$ cat src/hdl/clns_pkg.sv
// Package with types, constants and tables of the LCD nibble sequencer.
`default_nettype none

package clns_pkg;

  localparam int unsigned LineCharsDef = 16;
  localparam int unsigned GreetLen     = 7;

  localparam logic [4:0] SettleShort = 5'd10;
  localparam logic [4:0] SettleLong  = 5'd30;

  localparam logic [3:0] RomInitStart = 4'd0;
  localparam logic [3:0] RomLineStart = 4'd12;
  localparam logic [3:0] RomInitEnd   = 4'd14;
  localparam logic [3:0] RomLast      = 4'd15;

  typedef enum logic [1:0] {
    ACT_INIT = 2'd0,
    ACT_LINE = 2'd1,
    ACT_CHAR = 2'd2,
    ACT_READ = 2'd3
  } action_e;

  typedef enum logic [1:0] {
    SRC_ROM     = 2'd0,
    SRC_CHAR_HI = 2'd1,
    SRC_CHAR_LO = 2'd2,
    SRC_REPLY   = 2'd3
  } emit_src_e;

  typedef struct packed {
    logic      accept;
    logic      store;
    logic      line_clr;
    logic      rd;
    logic      rd_col;
    logic      ptr_clr;
    logic      ptr_inc;
    logic      col_inc;
    logic      char_ld;
    logic      emit;
    emit_src_e src;
    logic [3:0] step;
    logic      last;
  } clns_cmd_t;

  typedef struct packed {
    logic out_free;
    logic col_ok;
    logic char_show;
    logic have;
  } clns_sts_t;

  typedef struct packed {
    logic       kind;
    logic       reg_select;
    logic [3:0] nibble;
    logic [4:0] settle_ms;
    logic [7:0] read_char;
    logic       read_valid;
    logic       last;
  } clns_out_t;

  typedef struct packed {
    logic [3:0] nib;
    logic [4:0] settle;
  } rom_entry_t;

  // Wake nibbles, mode bytes, then clear and home.
  function automatic rom_entry_t rom_entry(input logic [3:0] step);
    rom_entry_t e;
    e.settle = SettleShort;
    unique case (step)
      4'd0:  e.nib = 4'h3;
      4'd1:  e.nib = 4'h3;
      4'd2:  e.nib = 4'h3;
      4'd3:  e.nib = 4'h2;
      4'd4:  e.nib = 4'h2;
      4'd5:  e.nib = 4'h0;
      4'd6:  e.nib = 4'h1;
      4'd7:  e.nib = 4'h4;
      4'd8:  e.nib = 4'h0;
      4'd9:  e.nib = 4'hC;
      4'd10: e.nib = 4'h0;
      4'd11: e.nib = 4'h6;
      4'd12: e.nib = 4'h0;
      4'd13: begin
        e.nib    = 4'h1;
        e.settle = SettleLong;
      end
      4'd14: e.nib = 4'h0;
      4'd15: begin
        e.nib    = 4'h2;
        e.settle = SettleLong;
      end
    endcase
    return e;
  endfunction

  function automatic logic [7:0] greet_char(input logic [2:0] idx);
    logic [7:0] c;
    unique case (idx)
      3'd0:    c = 8'h4F;
      3'd1:    c = 8'h6C;
      3'd2:    c = 8'h61;
      3'd3:    c = 8'h20;
      3'd4:    c = 8'h4C;
      3'd5:    c = 8'h43;
      3'd6:    c = 8'h44;
      default: c = 8'h00;
    endcase
    return c;
  endfunction

endpackage

`default_nettype wire

$ cat src/hdl/clns_if.sv
// Input and output channel interfaces of the LCD nibble sequencer.
`default_nettype none

interface clns_in_if;
  logic       valid;
  logic       ready;
  logic [1:0] action;
  logic [7:0] char_code;

  modport source (output valid, output action, output char_code, input ready);
  modport sink (input valid, input action, input char_code, output ready);
endinterface

interface clns_out_if;
  logic       valid;
  logic       ready;
  logic       kind;
  logic       reg_select;
  logic [3:0] nibble;
  logic [4:0] settle_ms;
  logic [7:0] read_char;
  logic       read_valid;
  logic       last;

  modport source (output valid, output kind, output reg_select, output nibble,
                  output settle_ms, output read_char, output read_valid, output last,
                  input ready);
  modport sink (input valid, input kind, input reg_select, input nibble,
                input settle_ms, input read_char, input read_valid, input last,
                output ready);
endinterface

`default_nettype wire

$ cat src/hdl/clns_datapath.sv
// Datapath: text store, line position registers and the output register.
`default_nettype none

module clns_datapath import clns_pkg::*; #(
  parameter int unsigned LINE_CHARS = LineCharsDef
) (
  input  wire logic       clk_i,
  input  wire logic       rst_ni,
  input  wire clns_cmd_t  cmd_i,
  output clns_sts_t       sts_o,
  input  wire logic [7:0] in_char_i,
  output logic            out_valid_o,
  input  wire logic       out_ready_i,
  output clns_out_t       out_o
);

  localparam int unsigned CntW   = $clog2(LINE_CHARS + 1);
  localparam int unsigned IdxW   = (LINE_CHARS > 1) ? $clog2(LINE_CHARS) : 1;
  localparam int unsigned GreetN = (LINE_CHARS < GreetLen) ? LINE_CHARS : GreetLen;
  localparam int unsigned GIdxW  = (GreetN > 1) ? $clog2(GreetN) : 1;
  localparam logic [CntW-1:0] LineMax  = CntW'(LINE_CHARS);
  localparam logic [CntW-1:0] GreetMax = CntW'(GreetN);

  logic [7:0]      mem_q [LINE_CHARS];
  logic [7:0]      mem_rd_q;
  logic [GreetN-1:0] written_q;
  logic [CntW-1:0] len_q, col_q, ptr_q, rd_addr_q;
  logic            stopped_q;
  logic [7:0]      char_q;
  logic            use_greet_q;
  logic [7:0]      greet_q;
  logic            out_valid_q;
  clns_out_t       out_q, out_d;

  logic [CntW-1:0] rd_addr;
  logic            greet_hit;
  logic [7:0]      greet_d;
  logic [7:0]      rd_data;
  logic            have;
  rom_entry_t      rom;

  assign rd_addr = cmd_i.rd_col ? col_q : ptr_q;

  always_comb begin
    greet_hit = 1'b0;
    greet_d   = 8'h00;
    if (rd_addr < GreetMax) begin
      greet_hit = !written_q[rd_addr[GIdxW-1:0]];
      greet_d   = greet_char(3'(rd_addr));
    end
  end

  always_ff @(posedge clk_i) begin
    if (cmd_i.store) begin
      mem_q[col_q[IdxW-1:0]] <= in_char_i;
    end
    if (cmd_i.rd) begin
      mem_rd_q    <= mem_q[rd_addr[IdxW-1:0]];
      rd_addr_q   <= rd_addr;
      use_greet_q <= greet_hit;
      greet_q     <= greet_d;
    end
    if (cmd_i.accept) begin
      char_q <= in_char_i;
    end else if (cmd_i.char_ld) begin
      char_q <= rd_data;
    end
    if (cmd_i.emit) begin
      out_q <= out_d;
    end
  end

  always_ff @(posedge clk_i or negedge rst_ni) begin
    if (!rst_ni) begin
      len_q       <= GreetMax;
      col_q       <= '0;
      ptr_q       <= '0;
      stopped_q   <= 1'b0;
      written_q   <= '0;
      out_valid_q <= 1'b0;
    end else begin
      if (cmd_i.line_clr) begin
        len_q     <= '0;
        col_q     <= '0;
        stopped_q <= 1'b0;
      end else if (cmd_i.store) begin
        len_q <= col_q + 1'b1;
        col_q <= col_q + 1'b1;
        if (in_char_i == 8'h00) begin
          stopped_q <= 1'b1;
        end
        if (col_q < GreetMax) begin
          written_q[col_q[GIdxW-1:0]] <= 1'b1;
        end
      end else if (cmd_i.col_inc) begin
        col_q <= col_q + 1'b1;
      end
      if (cmd_i.ptr_clr) begin
        ptr_q <= '0;
      end else if (cmd_i.ptr_inc) begin
        ptr_q <= ptr_q + 1'b1;
      end
      if (cmd_i.emit) begin
        out_valid_q <= 1'b1;
      end else if (out_ready_i) begin
        out_valid_q <= 1'b0;
      end
    end
  end

  assign rd_data = use_greet_q ? greet_q : mem_rd_q;
  assign have    = (rd_addr_q < len_q) && (rd_addr_q < LineMax) && (rd_data != 8'h00);

  assign sts_o.out_free  = !out_valid_q || out_ready_i;
  assign sts_o.col_ok    = col_q < LineMax;
  assign sts_o.char_show = (in_char_i != 8'h00) && !stopped_q;
  assign sts_o.have      = have;

  assign rom = rom_entry(cmd_i.step);

  always_comb begin
    out_d      = '0;
    out_d.last = cmd_i.last;
    unique case (cmd_i.src)
      SRC_ROM: begin
        out_d.nibble    = rom.nib;
        out_d.settle_ms = rom.settle;
      end
      SRC_CHAR_HI: begin
        out_d.reg_select = 1'b1;
        out_d.nibble     = char_q[7:4];
        out_d.settle_ms  = SettleShort;
      end
      SRC_CHAR_LO: begin
        out_d.reg_select = 1'b1;
        out_d.nibble     = char_q[3:0];
        out_d.settle_ms  = SettleShort;
      end
      SRC_REPLY: begin
        out_d.kind       = 1'b1;
        out_d.read_char  = have ? rd_data : 8'h00;
        out_d.read_valid = have;
      end
    endcase
  end

  assign out_valid_o = out_valid_q;
  assign out_o       = out_q;

endmodule

`default_nettype wire

$ cat src/hdl/clns_ctrl.sv
// Controller state machine that sequences strobes, store updates and replies.
`default_nettype none

module clns_ctrl import clns_pkg::*; (
  input  wire logic       clk_i,
  input  wire logic       rst_ni,
  input  wire logic       in_valid_i,
  input  wire logic [1:0] in_action_i,
  output logic            in_ready_o,
  input  wire clns_sts_t  sts_i,
  output clns_cmd_t       cmd_o
);

  localparam logic [2:0] ST_IDLE = 3'd0;
  localparam logic [2:0] ST_ROM  = 3'd1;
  localparam logic [2:0] ST_RD   = 3'd2;
  localparam logic [2:0] ST_CHK  = 3'd3;
  localparam logic [2:0] ST_HI   = 3'd4;
  localparam logic [2:0] ST_LO   = 3'd5;

  logic [2:0] state_q, state_d;
  logic [3:0] step_q, step_d;
  action_e    act_q, act_d;
  logic       pend_q, pend_d;

  always_comb begin
    cmd_o      = '0;
    state_d    = state_q;
    step_d     = step_q;
    act_d      = act_q;
    pend_d     = pend_q;
    in_ready_o = (state_q == ST_IDLE);
    unique case (state_q)
      ST_IDLE: begin
        if (in_valid_i) begin
          cmd_o.accept = 1'b1;
          act_d        = action_e'(in_action_i);
          unique case (action_e'(in_action_i))
            ACT_INIT: begin
              step_d  = RomInitStart;
              state_d = ST_ROM;
            end
            ACT_LINE: begin
              step_d  = RomLineStart;
              state_d = ST_ROM;
            end
            ACT_CHAR: begin
              if (sts_i.col_ok) begin
                cmd_o.store = 1'b1;
                if (sts_i.char_show) begin
                  state_d = ST_HI;
                end
              end
            end
            ACT_READ: begin
              cmd_o.rd     = 1'b1;
              cmd_o.rd_col = 1'b1;
              state_d      = ST_CHK;
            end
          endcase
        end
      end
      ST_ROM: begin
        if (sts_i.out_free) begin
          cmd_o.emit = 1'b1;
          cmd_o.src  = SRC_ROM;
          cmd_o.step = step_q;
          cmd_o.last = (step_q == RomLast);
          if (act_q == ACT_INIT && step_q == RomInitEnd) begin
            cmd_o.ptr_clr = 1'b1;
            pend_d        = 1'b0;
            state_d       = ST_RD;
          end else if (step_q == RomLast) begin
            cmd_o.line_clr = 1'b1;
            state_d        = ST_IDLE;
          end else begin
            step_d = step_q + 4'd1;
          end
        end
      end
      ST_RD: begin
        cmd_o.rd = 1'b1;
        state_d  = ST_CHK;
      end
      ST_CHK: begin
        if (sts_i.out_free) begin
          cmd_o.emit = 1'b1;
          if (act_q == ACT_READ) begin
            cmd_o.src     = SRC_REPLY;
            cmd_o.last    = 1'b1;
            cmd_o.col_inc = sts_i.have;
            state_d       = ST_IDLE;
          end else begin
            cmd_o.src  = pend_q ? SRC_CHAR_LO : SRC_ROM;
            cmd_o.step = RomLast;
            cmd_o.last = !sts_i.have;
            if (sts_i.have) begin
              cmd_o.char_ld = 1'b1;
              cmd_o.ptr_inc = 1'b1;
              state_d       = ST_HI;
            end else begin
              state_d = ST_IDLE;
            end
          end
        end
      end
      ST_HI: begin
        if (sts_i.out_free) begin
          cmd_o.emit = 1'b1;
          cmd_o.src  = SRC_CHAR_HI;
          if (act_q == ACT_INIT) begin
            pend_d  = 1'b1;
            state_d = ST_RD;
          end else begin
            state_d = ST_LO;
          end
        end
      end
      ST_LO: begin
        if (sts_i.out_free) begin
          cmd_o.emit = 1'b1;
          cmd_o.src  = SRC_CHAR_LO;
          cmd_o.last = 1'b1;
          state_d    = ST_IDLE;
        end
      end
      default: begin
        state_d = ST_IDLE;
      end
    endcase
  end

  always_ff @(posedge clk_i or negedge rst_ni) begin
    if (!rst_ni) begin
      state_q <= ST_IDLE;
      step_q  <= RomInitStart;
      act_q   <= ACT_INIT;
      pend_q  <= 1'b0;
    end else begin
      state_q <= state_d;
      step_q  <= step_d;
      act_q   <= act_d;
      pend_q  <= pend_d;
    end
  end

endmodule

`default_nettype wire

$ cat src/hdl/char_lcd_nibble_sequencer.sv
// Top level: character LCD nibble sequencer with a one-line text store.
// One transaction at a time; the next can be taken as soon as its last result is registered.
// Initialize: fixed strobes, then per stored character a read, a check and its high nibble,
// then a last read and check; each check emits the last home nibble or the prior low nibble.
// Begin-line: clear and home strobes; character: both nibbles if shown; read: one reply.
// Reset: store shows the greeting, length 7, position 0, display running, no output.
`default_nettype none

module char_lcd_nibble_sequencer import clns_pkg::*; #(
  parameter int unsigned LINE_CHARS = LineCharsDef
) (
  input  wire logic clk_i,
  input  wire logic rst_ni,
  clns_in_if.sink   in_i,
  clns_out_if.source out_o
);

  clns_cmd_t cmd;
  clns_sts_t sts;
  clns_out_t out_q;
  logic      in_ready;
  logic      out_valid;

  clns_ctrl u_ctrl (
    .clk_i       (clk_i),
    .rst_ni      (rst_ni),
    .in_valid_i  (in_i.valid),
    .in_action_i (in_i.action),
    .in_ready_o  (in_ready),
    .sts_i       (sts),
    .cmd_o       (cmd)
  );

  clns_datapath #(
    .LINE_CHARS (LINE_CHARS)
  ) u_datapath (
    .clk_i       (clk_i),
    .rst_ni      (rst_ni),
    .cmd_i       (cmd),
    .sts_o       (sts),
    .in_char_i   (in_i.char_code),
    .out_valid_o (out_valid),
    .out_ready_i (out_o.ready),
    .out_o       (out_q)
  );

  assign in_i.ready       = in_ready;
  assign out_o.valid      = out_valid;
  assign out_o.kind       = out_q.kind;
  assign out_o.reg_select = out_q.reg_select;
  assign out_o.nibble     = out_q.nibble;
  assign out_o.settle_ms  = out_q.settle_ms;
  assign out_o.read_char  = out_q.read_char;
  assign out_o.read_valid = out_q.read_valid;
  assign out_o.last       = out_q.last;

endmodule

`default_nettype wire

$ cat src/flat_wrapper.sv
// flat-port wrapper written by rule: the top's interface ports become plain ports
module char_lcd_nibble_sequencer_flat import clns_pkg::*;
#(
  parameter int unsigned LINE_CHARS = LineCharsDef
)
  (clk_i, rst_ni, in_i_valid, in_i_action, in_i_char_code, in_i_ready, out_o_valid, out_o_kind, out_o_reg_select, out_o_nibble, out_o_settle_ms, out_o_read_char, out_o_read_valid, out_o_last, out_o_ready);
  clns_in_if in_i_i ();
  clns_out_if out_o_i ();
  input  wire logic clk_i;
  input  wire logic rst_ni;
  input wire logic [$bits(in_i_i.valid)-1:0] in_i_valid;
  input wire logic [$bits(in_i_i.action)-1:0] in_i_action;
  input wire logic [$bits(in_i_i.char_code)-1:0] in_i_char_code;
  output wire logic [$bits(in_i_i.ready)-1:0] in_i_ready;
  output wire logic [$bits(out_o_i.valid)-1:0] out_o_valid;
  output wire logic [$bits(out_o_i.kind)-1:0] out_o_kind;
  output wire logic [$bits(out_o_i.reg_select)-1:0] out_o_reg_select;
  output wire logic [$bits(out_o_i.nibble)-1:0] out_o_nibble;
  output wire logic [$bits(out_o_i.settle_ms)-1:0] out_o_settle_ms;
  output wire logic [$bits(out_o_i.read_char)-1:0] out_o_read_char;
  output wire logic [$bits(out_o_i.read_valid)-1:0] out_o_read_valid;
  output wire logic [$bits(out_o_i.last)-1:0] out_o_last;
  input wire logic [$bits(out_o_i.ready)-1:0] out_o_ready;
  assign in_i_i.valid = in_i_valid;
  assign in_i_i.action = in_i_action;
  assign in_i_i.char_code = in_i_char_code;
  assign in_i_ready = in_i_i.ready;
  assign out_o_valid = out_o_i.valid;
  assign out_o_kind = out_o_i.kind;
  assign out_o_reg_select = out_o_i.reg_select;
  assign out_o_nibble = out_o_i.nibble;
  assign out_o_settle_ms = out_o_i.settle_ms;
  assign out_o_read_char = out_o_i.read_char;
  assign out_o_read_valid = out_o_i.read_valid;
  assign out_o_last = out_o_i.last;
  assign out_o_i.ready = out_o_ready;
  char_lcd_nibble_sequencer #(.LINE_CHARS(LINE_CHARS)) u_core (.clk_i(clk_i), .rst_ni(rst_ni), .in_i(in_i_i), .out_o(out_o_i));
endmodule
$ cat config.mk
export PLATFORM = sky130hd
export DESIGN_NAME = char_lcd_nibble_sequencer_flat
export DESIGN_NICKNAME = d
export VERILOG_FILES = /design/src/hdl/clns_pkg.sv /design/src/hdl/clns_if.sv /design/src/hdl/clns_datapath.sv /design/src/hdl/clns_ctrl.sv /design/src/hdl/char_lcd_nibble_sequencer.sv /design/src/flat_wrapper.sv
export SDC_FILE = /design/constraint.sdc
export NUM_CORES = 1
export LEC_CHECK = 0
export BUFFER_PORTS_ARGS = -buffer_cell sky130_fd_sc_hd__clkbuf_2
export CAP_MARGIN = 10
export CORE_MARGIN = 5
export CORE_UTILIZATION = 25
export DETAILED_ROUTE_END_ITERATION = 8
export PLACE_DENSITY = 0.46
export SLEW_MARGIN = 20
export SYNTH_ARGS = -nofsm -noshare
export SYNTH_HDL_FRONTEND = slang
export SYNTH_SLANG_ARGS = --single-unit
$ cat constraint.sdc
create_clock -name clk_i -period 3 [get_ports clk_i]
set_input_delay 0.6 -clock clk_i [delete_from_list [all_inputs] [get_ports clk_i]]
set_output_delay 0.6 -clock clk_i [all_outputs]
set_load 0.01 [all_outputs]
[After elaboration in Yosys (flattened, before gate mapping)]
Memories as Yosys holds them, arrays and structs flattened. A register that Yosys moved wholly into a read port is not among the register bits.
Cells that the tools add are included.
Word-level totals
  input bits: 14
  register bits: 77
  memories: 1
  bits in writable memories: 128
  logic and storage cells: 208
Operators by class
  bitwise operators: 2
  $add $sub $neg: 3
  $lt $le $gt $ge: 8
  reductions and logical operators: 41
  mux-type cells: 84
  equal/unequal tests: 48
Memory list
  u_core.u_datapath.mem_q: words 16, bits a word 8, read ports 1, clocked after Yosys merged registers in 1, wr ports 1, RTL line clns_datapath.sv:24  | logic [7:0] mem_q [LINE_CHARS];
Operator list (count)
  7-bit one-hot mux with 7 select lines: 1
  3-bit two-way mux: 15
  5-bit two-way mux: 9
  4-bit == test (second input constant): 10
  8-bit two-way mux: 4
  1-bit two-way mux: 30
  4-bit one-hot mux with 7 select lines: 1
  9-bit one-hot mux with 3 select lines: 1
  4-bit one-hot mux with 2 select lines: 3
  4-bit two-way mux: 5
  3-bit one-hot mux with 6 select lines: 1
  4-bit by 3-bit == test with 1-bit output (second input constant): 4
  8-bit nonzero test: 2
  3-bit == test (second input constant): 5
  2-bit nonzero test: 7
  3-bit by 2-bit == test with 1-bit output (second input constant): 4
  2-bit two-way mux: 6
  3-bit one-hot mux with 4 select lines: 1
  11-bit two-way mux: 1
  5-bit by 1-bit adder with 5-bit output (second input constant): 2
  2-bit == test (second input constant): 5
  5-bit by 3-bit less-than comparator with 1-bit output (second input constant): 2
  5-bit less-than comparator (second input constant): 2
  2-bit != test (second input constant): 5
  35 further kinds: 60

[Logic depth before layout (Yosys ltp)]
  depth after elaboration: 11
  gate-level depth with buffers: 10

[By module]
From an unflattened synthesis, not the netlist that was laid out.
Unflattened totals
  cells, all modules: 754
  area, all modules: 9711.8 um^2
Modules (own cells, without submodules)
  clns_datapath: seq. area each 5829.3 um^2, instances 1, area each 8832.2 um^2, cells an instance 647
  clns_ctrl: seq. area each 250.2 um^2, instances 1, area each 879.6 um^2, cells an instance 107

[Least setup slack after synthesis]
No wires, ideal clock.
  kind: input to register
  start: input port in_i_action[0]
  end: memory u_core.u_datapath.mem_q[0][0] (enable)
  arrival: 2.498 ns
  setup time: 0.395 ns
  cell stages on the path: 5
  setup slack: 0.107 ns
  buffers on the path: 1
  cells stage by stage: nand2b_1 -> nor4_1 -> nand3b_1 -> clkbuf_1 -> nor4_1
Between the ends
  longest elaborated chain between the ends: 6
RTL lines
  start, declared: RTL line flat_wrapper.sv:12  | input wire logic [$bits(in_i_i.action)-1:0] in_i_action;
  2-bit == test: RTL line clns_ctrl.sv:38  | unique case (action_e'(in_action_i))
  1-bit two-way mux: RTL line clns_ctrl.sv:38
  2-bit two-way mux: RTL line clns_ctrl.sv:35  | if (in_valid_i) begin
  2-bit two-way mux: RTL line clns_ctrl.sv:33  | unique case (state_q)
  1-bit two-way mux: RTL line clns_datapath.sv:54  | if (cmd_i.store) begin
  1-bit two-way mux (implied by the code): RTL line clns_datapath.sv:55  | mem_q[col_q[IdxW-1:0]] <= in_char_i;
  end, declared: RTL line clns_datapath.sv:24
Every way passes these cells.

[Worst setup path in the final report]
  start: register u_core.u_ctrl.state_q[1]
  end: register u_core.u_datapath.mem_rd_q[5] (read register of u_core.u_datapath.mem_q), data pin
Between the ends
  longest elaborated chain between the ends: 3
  elaborated cells between the ends (all ways): 5
  those cells by class: eq/ne: 1; mux: 3; reduce/logical: 1
RTL lines
  start, declared: RTL line clns_ctrl.sv:21  | logic [2:0] state_q, state_d;
  start signal, assigned: RTL line clns_ctrl.sv:140  | state_q <= state_d;
  3-bit logical NOT: RTL line clns_ctrl.sv:33
  1-bit two-way mux: RTL line clns_ctrl.sv:33
  5-bit two-way mux: RTL line clns_datapath.sv:42  | assign rd_addr = cmd_i.rd_col ? col_q : ptr_q;
  end, declared: RTL line clns_datapath.sv:25  | logic [7:0] mem_rd_q;
Parallel ways exist; a longest one is shown, timed or not.
A chain may end at the register's enable or synchronous reset.

==> summary.md <==
| Metric | Value |
|---|---|
| Run status | `complete, no violations` |
| Mapped Nets | `approximately 900` |
| Leakage power | `around 0.0044 µW` |
| CTS tree | `yes` |
| Final RePlAce weighted congestion | `about 0.8` |
| Core area | `0.0406 mm²` |
| Vias/cell | `4.99` |
| Mapped Area | `roughly 0.010 mm²` |
| Post-CTS resize count | `0` |
| Avg Cell Area, Syn | `roughly 12 µm²` |
| Layout cells sized above 1 | `0.199` |
| Antenna violations before repair | `0` |
| RSZ-0062 raised after global routing | `no` |
| Largest net degree at the start of global routing | `between 40 and 50` |
| Hold slack | `0.224 ns` |
| Area delta synth->final | `19.2%` |
| Finished Cell Area | `0.0121 mm²` |
| Synth Flop Type | `edfxtp_1` |
| CP Class | `reg -> reg` |
| Die width | `around 210 µm` |
| Max-Cap Viols | `0` |
| Max Freq | `about 390 MHz` |
| Clock H-tree levels | `1` |
| CTS Root Buffer Type | `clkbuf_16` |
| Post-layout min period | `around 2.6 ns` |
| Critical path's slowest cell | `or4b_4` |
| Synth top area share | `0.513` |
| Most frequent cells in the layout | `edfxtp_1, nand2_1, nor2_1, buf_4, a21oi_1` |
| Global-route usage over all layers | `0.139` |
| Vias | `about 7400` |
| Warnings, synthesis | `0` |
| Vias in the first global route | `around 7400` |
| Top area cells in the synthesized netlist | `edfxtp_1, dfrtp_1, mux2i_1` |
| Period utilization | `0.855` |
| Least-Margin Pin Slew | `between 0.9 and 1 ns` |
| Post-CTS Hold Fix Bufs | `0` |
| First-pass GRT wire length | `about 48000 µm` |
| Worst path max stage delay | `0.63 ns` |
| CTS Buf Count | `23` |
| CTS sink count | `between 200 and 250` |
| First DRT Iteration DRCs | `about 640` |
| Startpoint type of the worst setup path | `flip-flop` |
| Critical Path Fanout Max | `27` |
| Synth unique cells | `73` |
| Relative slew slack | `0.357` |
| CP Data Arrival Time | `2.83 ns` |
| Later-pin clock latency in the skew report | `about 0.54 ns` |
| Worst IR Drop VDD | `328 µV` |
| DRT Pass-1 Iters | `6` |
| ANT cells | `0` |
| Final ANT Viol Nets | `0` |
| Initial core utilization | `0.251` |
| Crit. End Element | `flip-flop` |
| Final wirelength | `31700 µm` |
| # rows | `74` |
| DIE HEIGHT | `about 210 µm` |
| PortBufs | `35` |
| DP Worst Slack | `approximately 0.21 ns` |
| Hold Path Class | `in -> async` |
| Final setup violation count | `0` |
| Die area | `around 0.045 mm²` |
| Final Worst Setup Slack | `between 0.4 and 0.5 ns` |
| Sequential fraction of the synthesis area | `0.597` |
| Synth Register Bits | `208` |
| Drt wl/cell | `21.4 µm` |
| Syn Inst Count | `between 800 and 900` |
| Fill cell count | `4172` |
| Final Skew | `between 0.02 and 0.025 ns` |
| Setup TNS Final | `0 ns` |
| Maximum buffer depth of the clock tree | `3` |
| Power Density | `between 800 and 900 mW/mm²` |
| Post-synth EDFFs | `~170` |
| Clk pin slew, worst setup/hold paths | `0.07 ns` |
| Async SR Flop Fraction | `0.163` |
| Commonest non-fill, non-tap cell in the layout | `edfxtp_1` |
| Placed inst area | `between 0.01 and 0.015 mm²` |
| DRC Markers | `0` |
| Cell family with most CP delay | `simple AND/OR/NAND/NOR gates` |
| Final Hold Vio Count | `0` |
| Worst Path Required | `~3.3 ns` |
| Pins Over Slew Limit | `0` |
| Buf/Inv on CP | `1` |
| DP Wirelength | `roughly 22000 µm` |
| Synth area leader | `edfxtp_1` |
| I/O pins | `37` |
| Final layout net count | `just under 1000` |
| Cells along the critical path | `or4b_4 -> nor2_4 -> buf_12 -> nor3_1 -> a221o_1 -> o31ai_1 -> o32ai_1` |
| GR Overflow Total | `0` |
| # Post-CTS Setup Buffers | `0` |
[synthesized netlist by cell type (10+ instances only)]
master    number
nand3_1       16
dfrtp_1       31
ha_1          16
clkbuf_1      29
nor2_1        68
a21o_1        11
and3_1        15
a221oi_1      13
buf_2         14
o211ai_1      13
mux2_2        17
a21oi_1       58
a22oi_1       10
nand2_1       82
mux2i_1       45
o21ai_0       36
a211oi_1      19
edfxtp_1     174
inv_1         20
nor3_1        28
nor4_1        10
[worst register-to-register path, stage by stage, from the launching register on]
cell	delay (ns)
dfrtp_1	0.44
or4b_4	0.63
nor2_4	0.27
buf_12	0.22
nor3_1	0.07
a221o_1	0.27
o31ai_1	0.28
o32ai_1	0.13
[per-stage QoR]
stage          cells  total power (µW)  utilization
2_1_floorplan    859              6590            -
3_3_place_gp    1443              8060        0.281
3_5_place_dp    1443              8070        0.281
4_1_cts         1485             10900        0.299
5_1_grt         1485             11400        0.299
6_report        1485             10800        0.299
[path summary, 6_finish.rpt]
kind	start	cells past startpoint	to	slack, ns
setup / recovery	u_core.u_ctrl.state_q[1]$_DFFE_PN0P_	7	u_core.u_datapath.mem_rd_q[5]$_DFFE_PP_	0.44
hold / removal	rst_ni	1	u_core.u_datapath.col_q[1]$_DFFE_PN0P_	0.22
setup reg to reg	u_core.u_ctrl.state_q[1]$_DFFE_PN0P_	7	u_core.u_datapath.mem_rd_q[5]$_DFFE_PP_	0.44
hold reg to reg	u_core.u_datapath.len_q[1]$_DFFE_PN1P_	2	u_core.u_datapath.len_q[1]$_DFFE_PN1P_	0.47
max in group asynchronous	rst_ni	1	u_core.u_datapath.ptr_q[0]$_DFFE_PN0P_	2.12
min in group clk_i	in_i_action[0]	3	u_core.u_ctrl.act_q[0]$_DFFE_PN0P_	0.37
[where the power goes]
part           internal [µW]  switching, µW  total, µW
Clock                   1610           1180       2790
Sequential              3700            395       4100
Combinational           1490           2430       3920
[flip-flops by register name, indices dropped and copies added (netlist names)]
signal and count:
u_core.u_datapath.out_valid_o 1, u_core.u_datapath.greet_q 6, u_core.u_datapath.col_q 5, u_core.u_ctrl.state_q 3, u_core.u_ctrl.step_q 4, u_core.u_datapath.mem_q 128, u_core.u_datapath.rd_addr_q 5, u_core.u_datapath.char_q 8
u_core.u_datapath.ptr_q 5, u_core.u_ctrl.pend_q 1, u_core.u_datapath.written_q 7, u_core.u_datapath.mem_rd_q 8, u_core.u_datapath.stopped_q 1, u_core.u_datapath.use_greet_q 1, u_core.u_datapath.out_o 18, u_core.u_datapath.len_q 5
u_core.u_ctrl.act_q 2
[routing by layer]
layer | vias up | wire, µm | global-route usage
met4 | 0 | 835 | 0.0349
met3 | 48 | 1790 | 0.0221
met2 | 244 | 14600 | 0.224
met5 | - | 0 | 0
met1 | 3703 | 14500 | 0.197
li1 | 3419 | - | -
[cell families after synthesis]
kind of cell | after synthesis | synth area share
adders and majority gates | 16 | 0.0197
muxes | 62 | 0.0630
and+or+nand+nor | 263 | 0.127
other | 1 | 0.000368
AOI/OAI and AO/OA | 222 | 0.150
DFF | 208 | 0.597
buffers and inverters | 81 | 0.0375
xor gates and xnor gates | 6 | 0.00516
[cell type report]
| type | instances | area, µm² | area share |
|---|---|---|---|
| inverters | 25 | 93.8 | 0.00774 |
| well taps | 532 | 666 | 0.0549 |
| repair buffers | 108 | 798 | 0.0658 |
| multi-input cells | 570 | 3750 | 0.309 |
| clock inverters | 11 | 96.3 | 0.00794 |
| clock buffers | 31 | 646 | 0.0532 |
| flip-flops and latches | 208 | 6080 | 0.501 |
Power figures use the tool's default switching activity.
